**src/design/opl_pkg.sv**
```systemverilog
`timescale 1ns / 1ps
// ----------------------------------------------------------------------------
// opl_pkg
// Shared types, codes and defaults for the ordered pair list table.
// ----------------------------------------------------------------------------
package opl_pkg;

    localparam int CAPACITY_DEF     = 16;
    localparam int FIRST_WIDTH_DEF  = 32;
    localparam int SECOND_WIDTH_DEF = 32;

    // longest run of pairs one list_unique transaction may emit
    localparam int MAX_RUN          = 16;

    // port field widths
    localparam int ACTION_W    = 3;
    localparam int VALUE_W     = 32;
    localparam int POS_W       = 4;
    localparam int SPAN_W      = 5;
    localparam int STATUS_W    = 2;
    localparam int INDEX_W     = 4;
    localparam int ENTRIES_W   = 5;
    localparam int S_TDATA_W   = 80;
    localparam int M_TDATA_W   = 80;
    localparam int S_TUSER_W   = 3;
    localparam int M_TUSER_W   = 3;
    localparam int MAX_VALUE_W = 64;

    typedef enum logic [ACTION_W-1:0] {
        ACT_APPEND         = 3'd0,
        ACT_REMOVE_AT      = 3'd1,
        ACT_REMOVE_COUNT   = 3'd2,
        ACT_REMOVE_THROUGH = 3'd3,
        ACT_FIND           = 3'd4,
        ACT_LIST_UNIQUE    = 3'd5
    } t_action;

    typedef enum logic [STATUS_W-1:0] {
        ST_OK        = 2'd0,
        ST_FULL      = 2'd1,
        ST_BAD       = 2'd2,
        ST_NOT_FOUND = 2'd3
    } t_status;

    typedef struct packed {
        t_status              status;
        logic [INDEX_W-1:0]   found_index;
        logic [VALUE_W-1:0]   pair_first;
        logic [VALUE_W-1:0]   pair_second;
        logic                 has_pair;
        logic                 last;
        logic [ENTRIES_W-1:0] entries_now;
    } t_result;

endpackage

```
**src/design/opl_ram.sv**
```systemverilog
`timescale 1ns / 1ps
// ----------------------------------------------------------------------------
// opl_ram
// Generic simple dual-port RAM: one write port, one read port, registered read.
// ----------------------------------------------------------------------------
module opl_ram #(
    parameter int WIDTH = 64,
    parameter int DEPTH = 16
) (
    input  logic                                  i_clk,
    input  logic                                  i_wr_en,
    input  logic [(DEPTH > 1 ? $clog2(DEPTH) : 1)-1:0] i_wr_addr,
    input  logic [WIDTH-1:0]                      i_wr_data,
    input  logic [(DEPTH > 1 ? $clog2(DEPTH) : 1)-1:0] i_rd_addr,
    output logic [WIDTH-1:0]                      o_rd_data
);

    logic [WIDTH-1:0] r_mem [DEPTH];
    logic [WIDTH-1:0] r_rd_data;

    always_ff @(posedge i_clk) begin
        if (i_wr_en) begin
            r_mem[i_wr_addr] <= i_wr_data;
        end
        r_rd_data <= r_mem[i_rd_addr];
    end

    assign o_rd_data = r_rd_data;

endmodule

```
**src/design/ordered_pair_list_table.sv**
```systemverilog
`timescale 1ns / 1ps
// ----------------------------------------------------------------------------
// ordered_pair_list_table
// Ordered list of pairs with append, removal, span removal, find and unique
// listing, run by a small sequencer around one pair RAM.
// ----------------------------------------------------------------------------
// find reads the entries in turn until a match or the end of the list; remove_at
// moves each tail entry down in turn before its result; span removals emit the
// removed pairs one per cycle while the output is not stalled, then move the
// tail down before the next input; list_unique compares each entry with every
// earlier one, all through the single RAM read port. one item at a time: not
// ready until done.
// reset clears the state, the entry count and the output and pending valid
// flags; the pair RAM is not cleared and no clearing pass is run.
module ordered_pair_list_table #(
    parameter int CAPACITY     = opl_pkg::CAPACITY_DEF,
    parameter int FIRST_WIDTH  = opl_pkg::FIRST_WIDTH_DEF,
    parameter int SECOND_WIDTH = opl_pkg::SECOND_WIDTH_DEF
) (
    input  logic                            i_clk,
    input  logic                            i_rst_n,
    input  logic                            i_s_axis_tvalid,
    output logic                            o_s_axis_tready,
    // first_value, second_value, position, span_count, last_position, zero pad
    input  logic [opl_pkg::S_TDATA_W-1:0]   i_s_axis_tdata,
    // action
    input  logic [opl_pkg::S_TUSER_W-1:0]   i_s_axis_tuser,
    output logic                            o_m_axis_tvalid,
    input  logic                            i_m_axis_tready,
    // found_index, pair_first, pair_second, entries_now, zero pad
    output logic [opl_pkg::M_TDATA_W-1:0]   o_m_axis_tdata,
    // status, has_pair
    output logic [opl_pkg::M_TUSER_W-1:0]   o_m_axis_tuser,
    output logic                            o_m_axis_tlast
);

    localparam int IW = (CAPACITY > 1) ? $clog2(CAPACITY) : 1;
    localparam int CW = $clog2(CAPACITY + 1);
    localparam int AW = ((CW > 6) ? CW : 6) + 1;
    localparam int DW = FIRST_WIDTH + SECOND_WIDTH;
    localparam int VW = opl_pkg::VALUE_W;
    localparam int KW = $clog2(opl_pkg::MAX_RUN + 1);

    typedef enum logic [3:0] {
        S_IDLE,
        S_DISPATCH,
        S_RESULT,
        S_EM,
        S_SH,
        S_FD,
        S_UQ_LD,
        S_UQ_CMP,
        S_UQ_EM,
        S_UQ_NX,
        S_UQ_FIN
    } t_state;

    t_state                          r_state, n_state;
    logic [CW-1:0]                   r_count, n_count;
    opl_pkg::t_action                r_action, n_action;
    logic [FIRST_WIDTH-1:0]          r_a, n_a;
    logic [SECOND_WIDTH-1:0]         r_b, n_b;
    logic [opl_pkg::POS_W-1:0]       r_pos, n_pos;
    logic [opl_pkg::SPAN_W-1:0]      r_cnt, n_cnt;
    logic [opl_pkg::POS_W-1:0]       r_lastp, n_lastp;
    logic [CW-1:0]                   r_idx, n_idx;
    logic [CW-1:0]                   r_jdx, n_jdx;
    logic [CW-1:0]                   r_end, n_end;
    logic [CW-1:0]                   r_n, n_n;
    logic [CW-1:0]                   r_limit, n_limit;
    logic [IW-1:0]                   r_addr, n_addr;
    logic                            r_emitted, n_emitted;
    opl_pkg::t_status                r_res_status, n_res_status;
    logic [CW-1:0]                   r_res_idx, n_res_idx;
    logic [DW-1:0]                   r_hold, n_hold;
    logic [DW-1:0]                   r_pend, n_pend;
    logic                            r_pend_valid, n_pend_valid;
    logic [KW-1:0]                   r_k, n_k;
    logic                            r_out_valid, n_out_valid;
    opl_pkg::t_result                r_out, n_out;

    logic                            wr_en;
    logic [IW-1:0]                   wr_addr;
    logic [DW-1:0]                   wr_data;
    logic [DW-1:0]                   rd_data;
    logic                            out_free;
    logic                            s_accept;
    logic [AW-1:0]                   pos_w, cnt_w, lastp_w, count_w, span_n;

    function automatic opl_pkg::t_result make_result(
        input opl_pkg::t_status st,
        input logic [CW-1:0]    idx,
        input logic [DW-1:0]    pair,
        input logic             has,
        input logic             last,
        input logic [CW-1:0]    entries
    );
        opl_pkg::t_result              res;
        logic [AW-1:0]                 idx_w;
        logic [AW-1:0]                 ent_w;
        logic [opl_pkg::MAX_VALUE_W-1:0] f_w;
        logic [opl_pkg::MAX_VALUE_W-1:0] s_w;
        idx_w = AW'(idx);
        ent_w = AW'(entries);
        f_w   = opl_pkg::MAX_VALUE_W'(pair[FIRST_WIDTH-1:0]);
        s_w   = opl_pkg::MAX_VALUE_W'(pair[DW-1:FIRST_WIDTH]);
        res.status      = st;
        res.found_index = idx_w[opl_pkg::INDEX_W-1:0];
        res.pair_first  = has ? f_w[VW-1:0] : '0;
        res.pair_second = has ? s_w[VW-1:0] : '0;
        res.has_pair    = has;
        res.last        = last;
        res.entries_now = ent_w[opl_pkg::ENTRIES_W-1:0];
        return res;
    endfunction

    opl_ram #(
        .WIDTH (DW),
        .DEPTH (CAPACITY)
    ) u_pair_ram (
        .i_clk     (i_clk),
        .i_wr_en   (wr_en),
        .i_wr_addr (wr_addr),
        .i_wr_data (wr_data),
        .i_rd_addr (n_addr),
        .o_rd_data (rd_data)
    );

    assign o_s_axis_tready = (r_state == S_IDLE);
    assign s_accept        = i_s_axis_tvalid && o_s_axis_tready;
    assign out_free        = !r_out_valid || i_m_axis_tready;

    assign pos_w   = AW'(r_pos);
    assign cnt_w   = AW'(r_cnt);
    assign lastp_w = AW'(r_lastp);
    assign count_w = AW'(r_count);
    assign span_n  = (r_action == opl_pkg::ACT_REMOVE_THROUGH) ?
                     AW'(lastp_w - pos_w + AW'(1)) : cnt_w;

    always_comb begin
        n_state      = r_state;
        n_count      = r_count;
        n_action     = r_action;
        n_a          = r_a;
        n_b          = r_b;
        n_pos        = r_pos;
        n_cnt        = r_cnt;
        n_lastp      = r_lastp;
        n_idx        = r_idx;
        n_jdx        = r_jdx;
        n_end        = r_end;
        n_n          = r_n;
        n_limit      = r_limit;
        n_addr       = r_addr;
        n_emitted    = r_emitted;
        n_res_status = r_res_status;
        n_res_idx    = r_res_idx;
        n_hold       = r_hold;
        n_pend       = r_pend;
        n_pend_valid = r_pend_valid;
        n_k          = r_k;
        n_out_valid  = r_out_valid && !i_m_axis_tready;
        n_out        = r_out;
        wr_en        = 1'b0;
        wr_addr      = r_count[IW-1:0];
        wr_data      = {r_b, r_a};

        case (r_state)
            S_IDLE: begin
                if (s_accept) begin
                    n_action = opl_pkg::t_action'(i_s_axis_tuser[opl_pkg::ACTION_W-1:0]);
                    n_a      = FIRST_WIDTH'(i_s_axis_tdata[31:0]);
                    n_b      = SECOND_WIDTH'(i_s_axis_tdata[63:32]);
                    n_pos    = i_s_axis_tdata[67:64];
                    n_cnt    = i_s_axis_tdata[72:68];
                    n_lastp  = i_s_axis_tdata[76:73];
                    n_state  = S_DISPATCH;
                end
            end

            S_DISPATCH: begin
                n_res_status = opl_pkg::ST_OK;
                n_res_idx    = '0;
                n_state      = S_RESULT;
                case (r_action)
                    opl_pkg::ACT_APPEND: begin
                        if (count_w >= AW'(CAPACITY)) begin
                            n_res_status = opl_pkg::ST_FULL;
                        end else begin
                            wr_en   = 1'b1;
                            n_count = CW'(r_count + 1'b1);
                        end
                    end
                    opl_pkg::ACT_REMOVE_AT: begin
                        if (pos_w >= count_w) begin
                            n_res_status = opl_pkg::ST_BAD;
                        end else begin
                            n_count   = CW'(r_count - 1'b1);
                            n_limit   = r_count;
                            n_n       = CW'(1);
                            n_idx     = CW'(pos_w + AW'(1));
                            n_addr    = IW'(pos_w + AW'(1));
                            n_emitted = 1'b0;
                            n_state   = S_SH;
                        end
                    end
                    opl_pkg::ACT_REMOVE_COUNT, opl_pkg::ACT_REMOVE_THROUGH: begin
                        if ((r_action == opl_pkg::ACT_REMOVE_COUNT &&
                             (cnt_w > AW'(opl_pkg::MAX_RUN) ||
                              AW'(pos_w + cnt_w) > count_w)) ||
                            (r_action == opl_pkg::ACT_REMOVE_THROUGH &&
                             (pos_w > lastp_w || lastp_w >= count_w))) begin
                            n_res_status = opl_pkg::ST_BAD;
                        end else if (span_n != '0) begin
                            n_count   = CW'(count_w - span_n);
                            n_limit   = r_count;
                            n_n       = CW'(span_n);
                            n_idx     = CW'(pos_w);
                            n_end     = CW'(pos_w + span_n - AW'(1));
                            n_addr    = IW'(pos_w);
                            n_emitted = 1'b1;
                            n_state   = S_EM;
                        end
                    end
                    opl_pkg::ACT_FIND: begin
                        n_idx   = '0;
                        n_addr  = '0;
                        n_state = S_FD;
                    end
                    opl_pkg::ACT_LIST_UNIQUE: begin
                        if (r_count != '0) begin
                            n_idx        = '0;
                            n_addr       = '0;
                            n_k          = '0;
                            n_pend_valid = 1'b0;
                            n_state      = S_UQ_LD;
                        end
                    end
                    default: begin
                        n_res_status = opl_pkg::ST_BAD;
                    end
                endcase
            end

            S_RESULT: begin
                if (out_free) begin
                    n_out_valid = 1'b1;
                    n_out = make_result(r_res_status, r_res_idx, '0, 1'b0, 1'b1, r_count);
                    n_state = S_IDLE;
                end
            end

            // emit the removed span one pair per transaction
            S_EM: begin
                if (out_free) begin
                    n_out_valid = 1'b1;
                    n_out = make_result(opl_pkg::ST_OK, '0, rd_data, 1'b1,
                                        r_idx == r_end, r_count);
                    n_idx  = CW'(r_idx + 1'b1);
                    n_addr = IW'(r_idx + 1'b1);
                    if (r_idx == r_end) begin
                        n_state = S_SH;
                    end
                end
            end

            // move the tail down by the span length
            S_SH: begin
                if (r_idx >= r_limit) begin
                    n_res_status = opl_pkg::ST_OK;
                    n_res_idx    = '0;
                    n_state      = r_emitted ? S_IDLE : S_RESULT;
                end else begin
                    wr_en   = 1'b1;
                    wr_addr = IW'(r_idx - r_n);
                    wr_data = rd_data;
                    n_idx   = CW'(r_idx + 1'b1);
                    n_addr  = IW'(r_idx + 1'b1);
                end
            end

            S_FD: begin
                if (r_idx >= r_count) begin
                    n_res_status = opl_pkg::ST_NOT_FOUND;
                    n_res_idx    = '0;
                    n_state      = S_RESULT;
                end else if (rd_data == {r_b, r_a}) begin
                    n_res_status = opl_pkg::ST_OK;
                    n_res_idx    = r_idx;
                    n_state      = S_RESULT;
                end else begin
                    n_idx  = CW'(r_idx + 1'b1);
                    n_addr = IW'(r_idx + 1'b1);
                end
            end

            S_UQ_LD: begin
                n_hold = rd_data;
                if (r_idx == '0) begin
                    n_state = S_UQ_EM;
                end else begin
                    n_jdx   = '0;
                    n_addr  = '0;
                    n_state = S_UQ_CMP;
                end
            end

            // compare held entry against each earlier one
            S_UQ_CMP: begin
                if (rd_data == r_hold) begin
                    n_state = S_UQ_NX;
                end else if (CW'(r_jdx + 1'b1) == r_idx) begin
                    n_state = S_UQ_EM;
                end else begin
                    n_jdx  = CW'(r_jdx + 1'b1);
                    n_addr = IW'(r_jdx + 1'b1);
                end
            end

            // one pair is kept back so the final one can carry tlast
            S_UQ_EM: begin
                if (!r_pend_valid || out_free) begin
                    if (r_pend_valid) begin
                        n_out_valid = 1'b1;
                        n_out = make_result(opl_pkg::ST_OK, '0, r_pend, 1'b1, 1'b0,
                                            r_count);
                    end
                    n_pend       = r_hold;
                    n_pend_valid = 1'b1;
                    n_k          = KW'(r_k + 1'b1);
                    n_state      = (KW'(r_k + 1'b1) == KW'(opl_pkg::MAX_RUN)) ?
                                   S_UQ_FIN : S_UQ_NX;
                end
            end

            S_UQ_NX: begin
                if (CW'(r_idx + 1'b1) >= r_count) begin
                    n_state = S_UQ_FIN;
                end else begin
                    n_idx   = CW'(r_idx + 1'b1);
                    n_addr  = IW'(r_idx + 1'b1);
                    n_state = S_UQ_LD;
                end
            end

            S_UQ_FIN: begin
                if (out_free) begin
                    n_out_valid  = 1'b1;
                    n_out = make_result(opl_pkg::ST_OK, '0, r_pend, 1'b1, 1'b1, r_count);
                    n_pend_valid = 1'b0;
                    n_state      = S_IDLE;
                end
            end

            default: begin
                n_state = S_IDLE;
            end
        endcase
    end

    always_ff @(posedge i_clk) begin
        if (!i_rst_n) begin
            r_state      <= S_IDLE;
            r_count      <= '0;
            r_out_valid  <= 1'b0;
            r_pend_valid <= 1'b0;
        end else begin
            r_state      <= n_state;
            r_count      <= n_count;
            r_out_valid  <= n_out_valid;
            r_pend_valid <= n_pend_valid;
        end
        r_action     <= n_action;
        r_a          <= n_a;
        r_b          <= n_b;
        r_pos        <= n_pos;
        r_cnt        <= n_cnt;
        r_lastp      <= n_lastp;
        r_idx        <= n_idx;
        r_jdx        <= n_jdx;
        r_end        <= n_end;
        r_n          <= n_n;
        r_limit      <= n_limit;
        r_addr       <= n_addr;
        r_emitted    <= n_emitted;
        r_res_status <= n_res_status;
        r_res_idx    <= n_res_idx;
        r_hold       <= n_hold;
        r_pend       <= n_pend;
        r_k          <= n_k;
        r_out        <= n_out;
    end

    assign o_m_axis_tvalid = r_out_valid;
    assign o_m_axis_tlast  = r_out.last;
    assign o_m_axis_tuser  = {r_out.has_pair, r_out.status};
    assign o_m_axis_tdata  = {7'd0, r_out.entries_now, r_out.pair_second,
                              r_out.pair_first, r_out.found_index};

endmodule

```
**config.mk**
```make
export PLATFORM = sky130hd
export DESIGN_NAME = ordered_pair_list_table
export DESIGN_NICKNAME = d
export VERILOG_FILES = /design/src/design/opl_pkg.sv /design/src/design/opl_ram.sv /design/src/design/ordered_pair_list_table.sv
export SDC_FILE = /design/constraint.sdc
export NUM_CORES = 2
export LEC_CHECK = 0
export ABC_AREA = 1
export BUFFER_PORTS_ARGS = -buffer_cell sky130_fd_sc_hd__buf_2
export CORE_AREA = 5 5 402 365
export CTS_BUF_LIST = sky130_fd_sc_hd__clkbuf_4 sky130_fd_sc_hd__clkbuf_8
export DETAILED_ROUTE_END_ITERATION = 7
export DIE_AREA = 0 0 407 370
export GPL_TIMING_DRIVEN = 0
export HOLD_SLACK_MARGIN = 0.08
export SETUP_SLACK_MARGIN = 0.05
export SLEW_MARGIN = 15
export SYNTH_ARGS = -nofsm -noshare
export SYNTH_HDL_FRONTEND = slang
export SYNTH_SLANG_ARGS = --single-unit
```
**constraint.sdc**
```tcl
create_clock -name i_clk -period 7.08 [get_ports i_clk]
set_input_delay 1.062 -clock i_clk [delete_from_list [all_inputs] [get_ports i_clk]]
set_output_delay 1.062 -clock i_clk [all_outputs]
set_load 0.05 [all_outputs]
```
# [Word level (Yosys, flattened, before mapping)]
# Memories as Yosys holds them, arrays and structs flattened. A register that Yosys moved wholly into a read port is not among the register bits.
# Cells that the tools add are included.
[totals] regBits=336 ram_bits=1024 inputBits=87 out_inout_bits=86 elab_cells=250 memories=1
[mem_list] name="u_pair_ram.r_mem" words=16 width=64 read_ports=1 rd_clocked_by_memory_dff=1 write_ports=1 line_no="opl_ram.sv:18" source="logic [WIDTH-1:0] r_mem [DEPTH];"
[classes] addsub=13 magnitude_cmp=9 eq_ne=49 muxes=107 bitwise=1 reduce_logical=41
[ops] op="2-to-1 mux 77 bit" n=5
[ops] op="one-hot mux 77 bit (4 select lines)" n=1
[ops] op="== test 64 bit" n=2
[ops] op="2-to-1 mux 4 bit" n=32
[ops] op="2-to-1 mux 64 bit" n=2
[ops] op="2-to-1 mux 5 bit" n=21
[ops] op="!= test 2 bit (second input constant)" n=20
[ops] op="one-hot mux 4 bit (10 select lines)" n=1
[ops] op="one-hot mux 5 bit (2 select lines)" n=3
[ops] op="one-hot mux 4 bit (7 select lines)" n=1
[ops] op="one-hot mux 5 bit (5 select lines)" n=1
[ops] op="adder 5 x 1 -> 5 bit (second input constant)" n=4
[ops] op="one-hot mux 5 bit (4 select lines)" n=1
[ops] op="2-to-1 mux 1 bit" n=18
[ops] op="!= test 3 bit (second input constant)" n=6
[ops] op="== test 4 x 3 -> 1 bit (second input constant)" n=4
[ops] op="one-hot mux 4 bit (4 select lines)" n=1
[ops] op=">= comparator 5 bit" n=3
[ops] op="one-hot mux 5 bit (3 select lines)" n=1
[ops] op="2-to-1 mux 2 bit" n=7
[ops] op="== test 4 bit (second input constant)" n=3
[ops] op="one-hot mux 3 bit (4 select lines)" n=1
[ops] op="one-hot mux 4 bit (3 select lines)" n=1
[ops] op="AND reduction 4 bit" n=3
[ops] op="49 further kinds" n=78

# [Depth between registers and ports, before layout]
[depth] word_depth=8 ltp_mapped=29

# [Cells and area by module]
# A second synthesis with hierarchy kept.
[unflattened] cells_unflattened=5808 hier_area_um2=62183.4
[by_module_without_submodules] mod="opl_ram" instances=1 cells_per_inst=4210 area_per_inst_um2=45285.9
[by_module_without_submodules] mod="ordered_pair_list_table" instances=1 cells_per_inst=1598 area_per_inst_um2=16897.5

# [Least setup slack after synthesis]
# No wires, ideal clock.
[synth_timing] kind="input to register" from="input i_m_axis_tready" to="register r_out, in the netlist o_m_axis_tdata[0], enable pin" setup_ps=538 t_arrival_ps=4864 required_time_ps=6542 path_slack_ps=1678 path_stages=2 n_path_buf=0 path_cell_list="nor2_1 > a21oi_1"
[synth_via] elab_chain_len=4
[synth_lines] element="start, declared" line_no="ordered_pair_list_table.sv:29" source="input logic i_m_axis_tready,"
[synth_lines] element="logical OR 1 bit (*)" line_no="ordered_pair_list_table.sv:131" source="assign out_free = !r_out_valid || i_m_axis_tready;"
[synth_lines] element="logical OR 1 bit" line_no="ordered_pair_list_table.sv:322" source="if (!r_pend_valid || out_free) begin"
[synth_lines] element="!= test 2 bit (no source line)"
[synth_lines] element="AND reduction 6 bit (no source line) (*)"
[synth_lines] element="end signal, assigned" line_no="ordered_pair_list_table.sv:391" source="r_out <= n_out;"
[synth_lines] element="end, declared" line_no="ordered_pair_list_table.sv:80" source="opl_pkg::t_result r_out, n_out;"
# Every way passes the cells marked *; elsewhere a longest branch is shown, timed or not.
# A chain may end at the register's enable or synchronous reset.

# [Worst setup path after layout]
[layout_timing] from="register r_idx[1]" to="register u_pair_ram.r_rd_data[40], in the netlist u_pair_ram.o_rd_data[40], read port of u_pair_ram.r_mem"
[layout_via] elab_chain_len=4
[layout_lines] element="start, declared" line_no="ordered_pair_list_table.sv:66" source="logic [CW-1:0] r_idx, n_idx;"
[layout_lines] element="start signal, assigned" line_no="ordered_pair_list_table.sv:379" source="r_idx <= n_idx;"
[layout_lines] element="adder 5 x 1 -> 5 bit or == test 5 bit (tied branches)"
[layout_lines] element=">= comparator 5 bit, or another cell as far along" line_no="ordered_pair_list_table.sv:337" source="if (CW'(r_idx + 1'b1) >= r_count) begin"
[layout_lines] element="2-to-1 mux 4 bit, on equally long branches" line_no="ordered_pair_list_table.sv:337, ordered_pair_list_table.sv:283, ordered_pair_list_table.sv:310"
[layout_lines] element="one-hot mux 4 bit (7 select lines) (*)" line_no="ordered_pair_list_table.sv:168" source="case (r_state)"
[layout_lines] element="end, declared" line_no="opl_ram.sv:19" source="logic [WIDTH-1:0] r_rd_data;"
# Marks and branches as above.

==> impl_results.md <==
* Outcome: finished, violations left
* Violated checks: antenna rules
* Final Max Slew Viols at 0
* Biggest cell delay along the critical path at 0.67 ns
* Yosys top cell by area: edfxtp_1
* Initial Utilization at 44.5%
* Hold Fails Final Rpt at 0
* Top FF cell, synth: edfxtp_1
* Post-CTS setup buffer count at 0
* Sw power at 13.9 mW
* Max frequency at 0.190 GHz
* Crit-path most repeated cell: nand2_1
* Mean Syn Cell Area at 10.7 sq um
* Critical path fanouts, max at 10
* Placement Rows at 132
* Worst-case headroom to the max-slew limit at 17.7%
* Later-pin clock latency in the skew report at 0.99 ns
* Fin cells at 8495
* Int Pwr at 18.2 mW
* Synth top area share at 63.7%
* Die footprint at 151000 sq um
* Post-CTS Hold Buffers at 0
* Htree depth at 4
* Placed cell count at 8054
* Nets at 6560
* Critical-path cell list: inv_1 -> ha_1 -> ha_1 -> nand2_1 -> o311ai_0 -> nand2_1 -> nand2_1 -> inv_1 -> nand2_1 -> nand2_1 -> o21ai_0 -> nor3_1 -> a21oi_1 -> buf_4 -> clkbuf_1 -> nand3_1 -> nand3_1 -> nand2_1
* Area of the multi-input gates at 16100 sq um
* CP max stage cell: o311ai_0
* Async set or reset register ratio after synthesis at 0%
* Die width at 407 um
* Part of the power in registers at 33.8%
* Leak at 30.4 nW
* Ports at 173
* Vias/cell at 5.26
* Sinks on Clock Net at 1424
* Register Area at 42000 sq um
* Min Hold Slack at 0.248 ns
* Post-Syn Area at 63400 sq um
* Synthesis-to-layout area growth at 15.6%
* Tcrit/Tclk final at 74.4%
* Crit path arrival time at 6.10 ns
* Clock power frac at 23.2%
* Initial antenna violation count at 15
* Crit path kind: register to register
* Vias at 44700
* Core area at 142000 sq um
* Total GRT Usage at 25.6%
* R2R depth at 18
* Pwr dens at 437 nW/um^2
* Placer Congestion at 0.898
* Synth Warn # at 0
* Largest net degree at the start of global routing at 41
* # DRC at 0
* Cts repair resizes at 0
* Type of origin of the critical path: register
* Number of fillers in the final layout at 12500
* Yosys reg bits at 1424
* Crit path time final at 5.26 ns
* DP HPWL at 139000 um
* Synthesized instance count at 5906
* Synth cell types at 50
* PortBufs at 162
* Sw frac at 43.3%
* First-pass GRT wire length at 282000 um
* Post-Route WL at 194000 um
* CTS Buf Count at 227
* Hold depth at 1
* Average wire per standard cell at 22.9 um
* Register area share after synthesis at 66.2%
* Post-synth EDFFs at 1345
* Vias in the first global route at 42800
* RSZ-0062 raised after global routing: false
* Endpoints failing setup at 0
* Worst EP required at 7.92 ns
* Die Height at 370 um
* Setup crit end kind: register
* Combinational share of power at 43.0%
* Maximum VDD drop at 243 uV
* CTS tree: done
* TritonRoute pass-1 iters at 6
* 1st-iter DRT viols at 5052
* Final ANT Viol Nets at 1
* Clk pin slew, worst setup/hold paths at 0.06 ns
* Clock Skews at 0.0979 ns
* Total of max-cap violations at 0
* Layout cells sized above 1 at 14.1%
* Clk root buf: clkbuf_8
* Clock buffer depth at 3
* GRT Residual Overflow at 0
* Tightest Hold Check Type: input pin to register
* Synth top area cells: edfxtp_1, nand3_1, nand2_1, inv_1, nand3b_1
* Worst slew pin tran at 1.23 ns
-- per-stage QoR --
stage          utilization, %  power, mW  setup WS (ns)  instance area, sq um  setup TNS [ns]
3_3_place_gp             46.8       24.2          -2.53                 66600        -2371.58
6_report                 51.5       32.0           1.82                 73300               0
4_1_cts                  51.5       32.0           1.85                 73300               0
2_1_floorplan               -       19.3           1.68                 63400               0
3_5_place_dp             48.1       24.6           1.83                 68500               0
5_1_grt                  51.5       33.7           1.52                 73300               0
-- sequential cells by signal (all words and copies together) (netlist names), 3 cells and up --
signal	cells
r_state	4
u_pair_ram.o_rd_data	64
r_res_idx	4
r_a	32
r_limit	5
r_b	32
r_idx	5
r_k	5
r_n	4
r_hold	64
r_lastp	4
o_m_axis_tdata	73
r_jdx	5
r_addr	4
r_cnt	5
r_pend	64
r_end	5
r_action	3
r_count	5
u_pair_ram.r_mem	1024
o_m_axis_tuser	3
r_pos	4
-- final cells by class --
| class | instances | area share (%) |
|---|---|---|
| clock buffers | 341 | 5.61 |
| well taps | 1876 | 3.20 |
| plain buffers | 303 | 2.30 |
| clock inverters | 86 | 0.959 |
| diodes | 14 | 0.0478 |
| multi-input cells | 3161 | 22.0 |
| inverters | 1024 | 5.25 |
| repair buffers | 266 | 3.38 |
| flip-flops and latches | 1424 | 57.3 |
-- per-layer routing --
metal  GRT usage, %  vias to the layer above  routed length, um
li1               -                    20900                  -
met1           35.5                    21500              81800
met2           40.7                     1922              89300
met3           4.64                      358              16900
met4           8.85                        4               6360
met5              0                        -                 21
-- worst max-delay path: cells and delay by family (launching register included) --
kind            cells  cell delay (ns)
fa+ha+maj           2             0.74
simple gates        9             1.17
compound gates      3             1.18
buf+inv             4             1.45
flops               1             0.58
-- cells in the final DEF, fill, tap and decap left out, types with 7 or more instances in the layout --
cell type,count
edfxtp_1,1345
nand3_1,1208
nand2_1,1083
inv_1,1005
buf_2,301
nand3b_1,256
clkbuf_8,248
nor2_1,159
clkbuf_4,93
o21ai_0,88
clkbuf_1,83
xor2_1,82
dfxtp_1,79
buf_4,68
ha_1,61
buf_12,48
a21oi_1,46
o21ai_1,43
clkinv_1,41
buf_6,36
clkinv_2,27
nand4_1,20
nor2_4,18
diode_2,14
o21ai_2,14
buf_16,14
inv_2,13
clkbuf_2,12
a22o_1,10
xnor2_1,7
nor3_1,7
buf_1,7
conb_1,7
bufinv_16,7
-- power groups by stage --
stage	clock network, mW	logic [mW]	registers (mW)
2_1_floorplan	0	8.18	11.1
3_3_place_gp	0	13.1	11.1
3_5_place_dp	0	13.6	11.0
4_1_cts	7.53	13.7	10.8
5_1_grt	7.92	15.0	10.9
6_report	7.43	13.8	10.8
-- final timing paths --
kind / slack (ns) / startpoint / endpoint
setup / recovery: 1.82 / r_idx[1] / u_pair_ram.o_rd_data[40]
hold / removal: 0.25 / i_s_axis_tdata[23] / r_a[23]
setup reg to reg: 1.82 / r_idx[1] / u_pair_ram.o_rd_data[40]
hold reg to reg: 0.45 / r_hold[2] / r_pend[2]
-- synthesized netlist by cell type (all sizes together), types with 3 or more instances --
library cell	number
dfxtp	79
o211ai	4
a22o	10
nand2	1088
inv	1019
fa	5
o22ai	3
a21oi	49
nand3	1211
nor3	7
o21ai	145
ha	61
nand4	20
nor2	179
nand3b	256
clkinv	5
or2	6
xnor2	7
buf	208
clkbuf	95
xor2	82
o21a	4
edfxtp	1345
-- kinds of logic (layout without fill, tap and decap cells) --
kind of cell | count (synthesis) | in the layout | synth area share, %
AND/OR/NAND/NOR | 2768 | 2768 | 20.5
buffers and inverters | 1327 | 2020 | 8.70
adder cells (fa/ha/maj) | 66 | 66 | 1.36
flip-flops | 1424 | 1424 | 66.2
other | 1 | 21 | 0.00592
AO/OA/AOI/OAI | 231 | 231 | 2.01
XOR/XNOR | 89 | 89 | 1.23
Power figures use the tool's default switching activity.
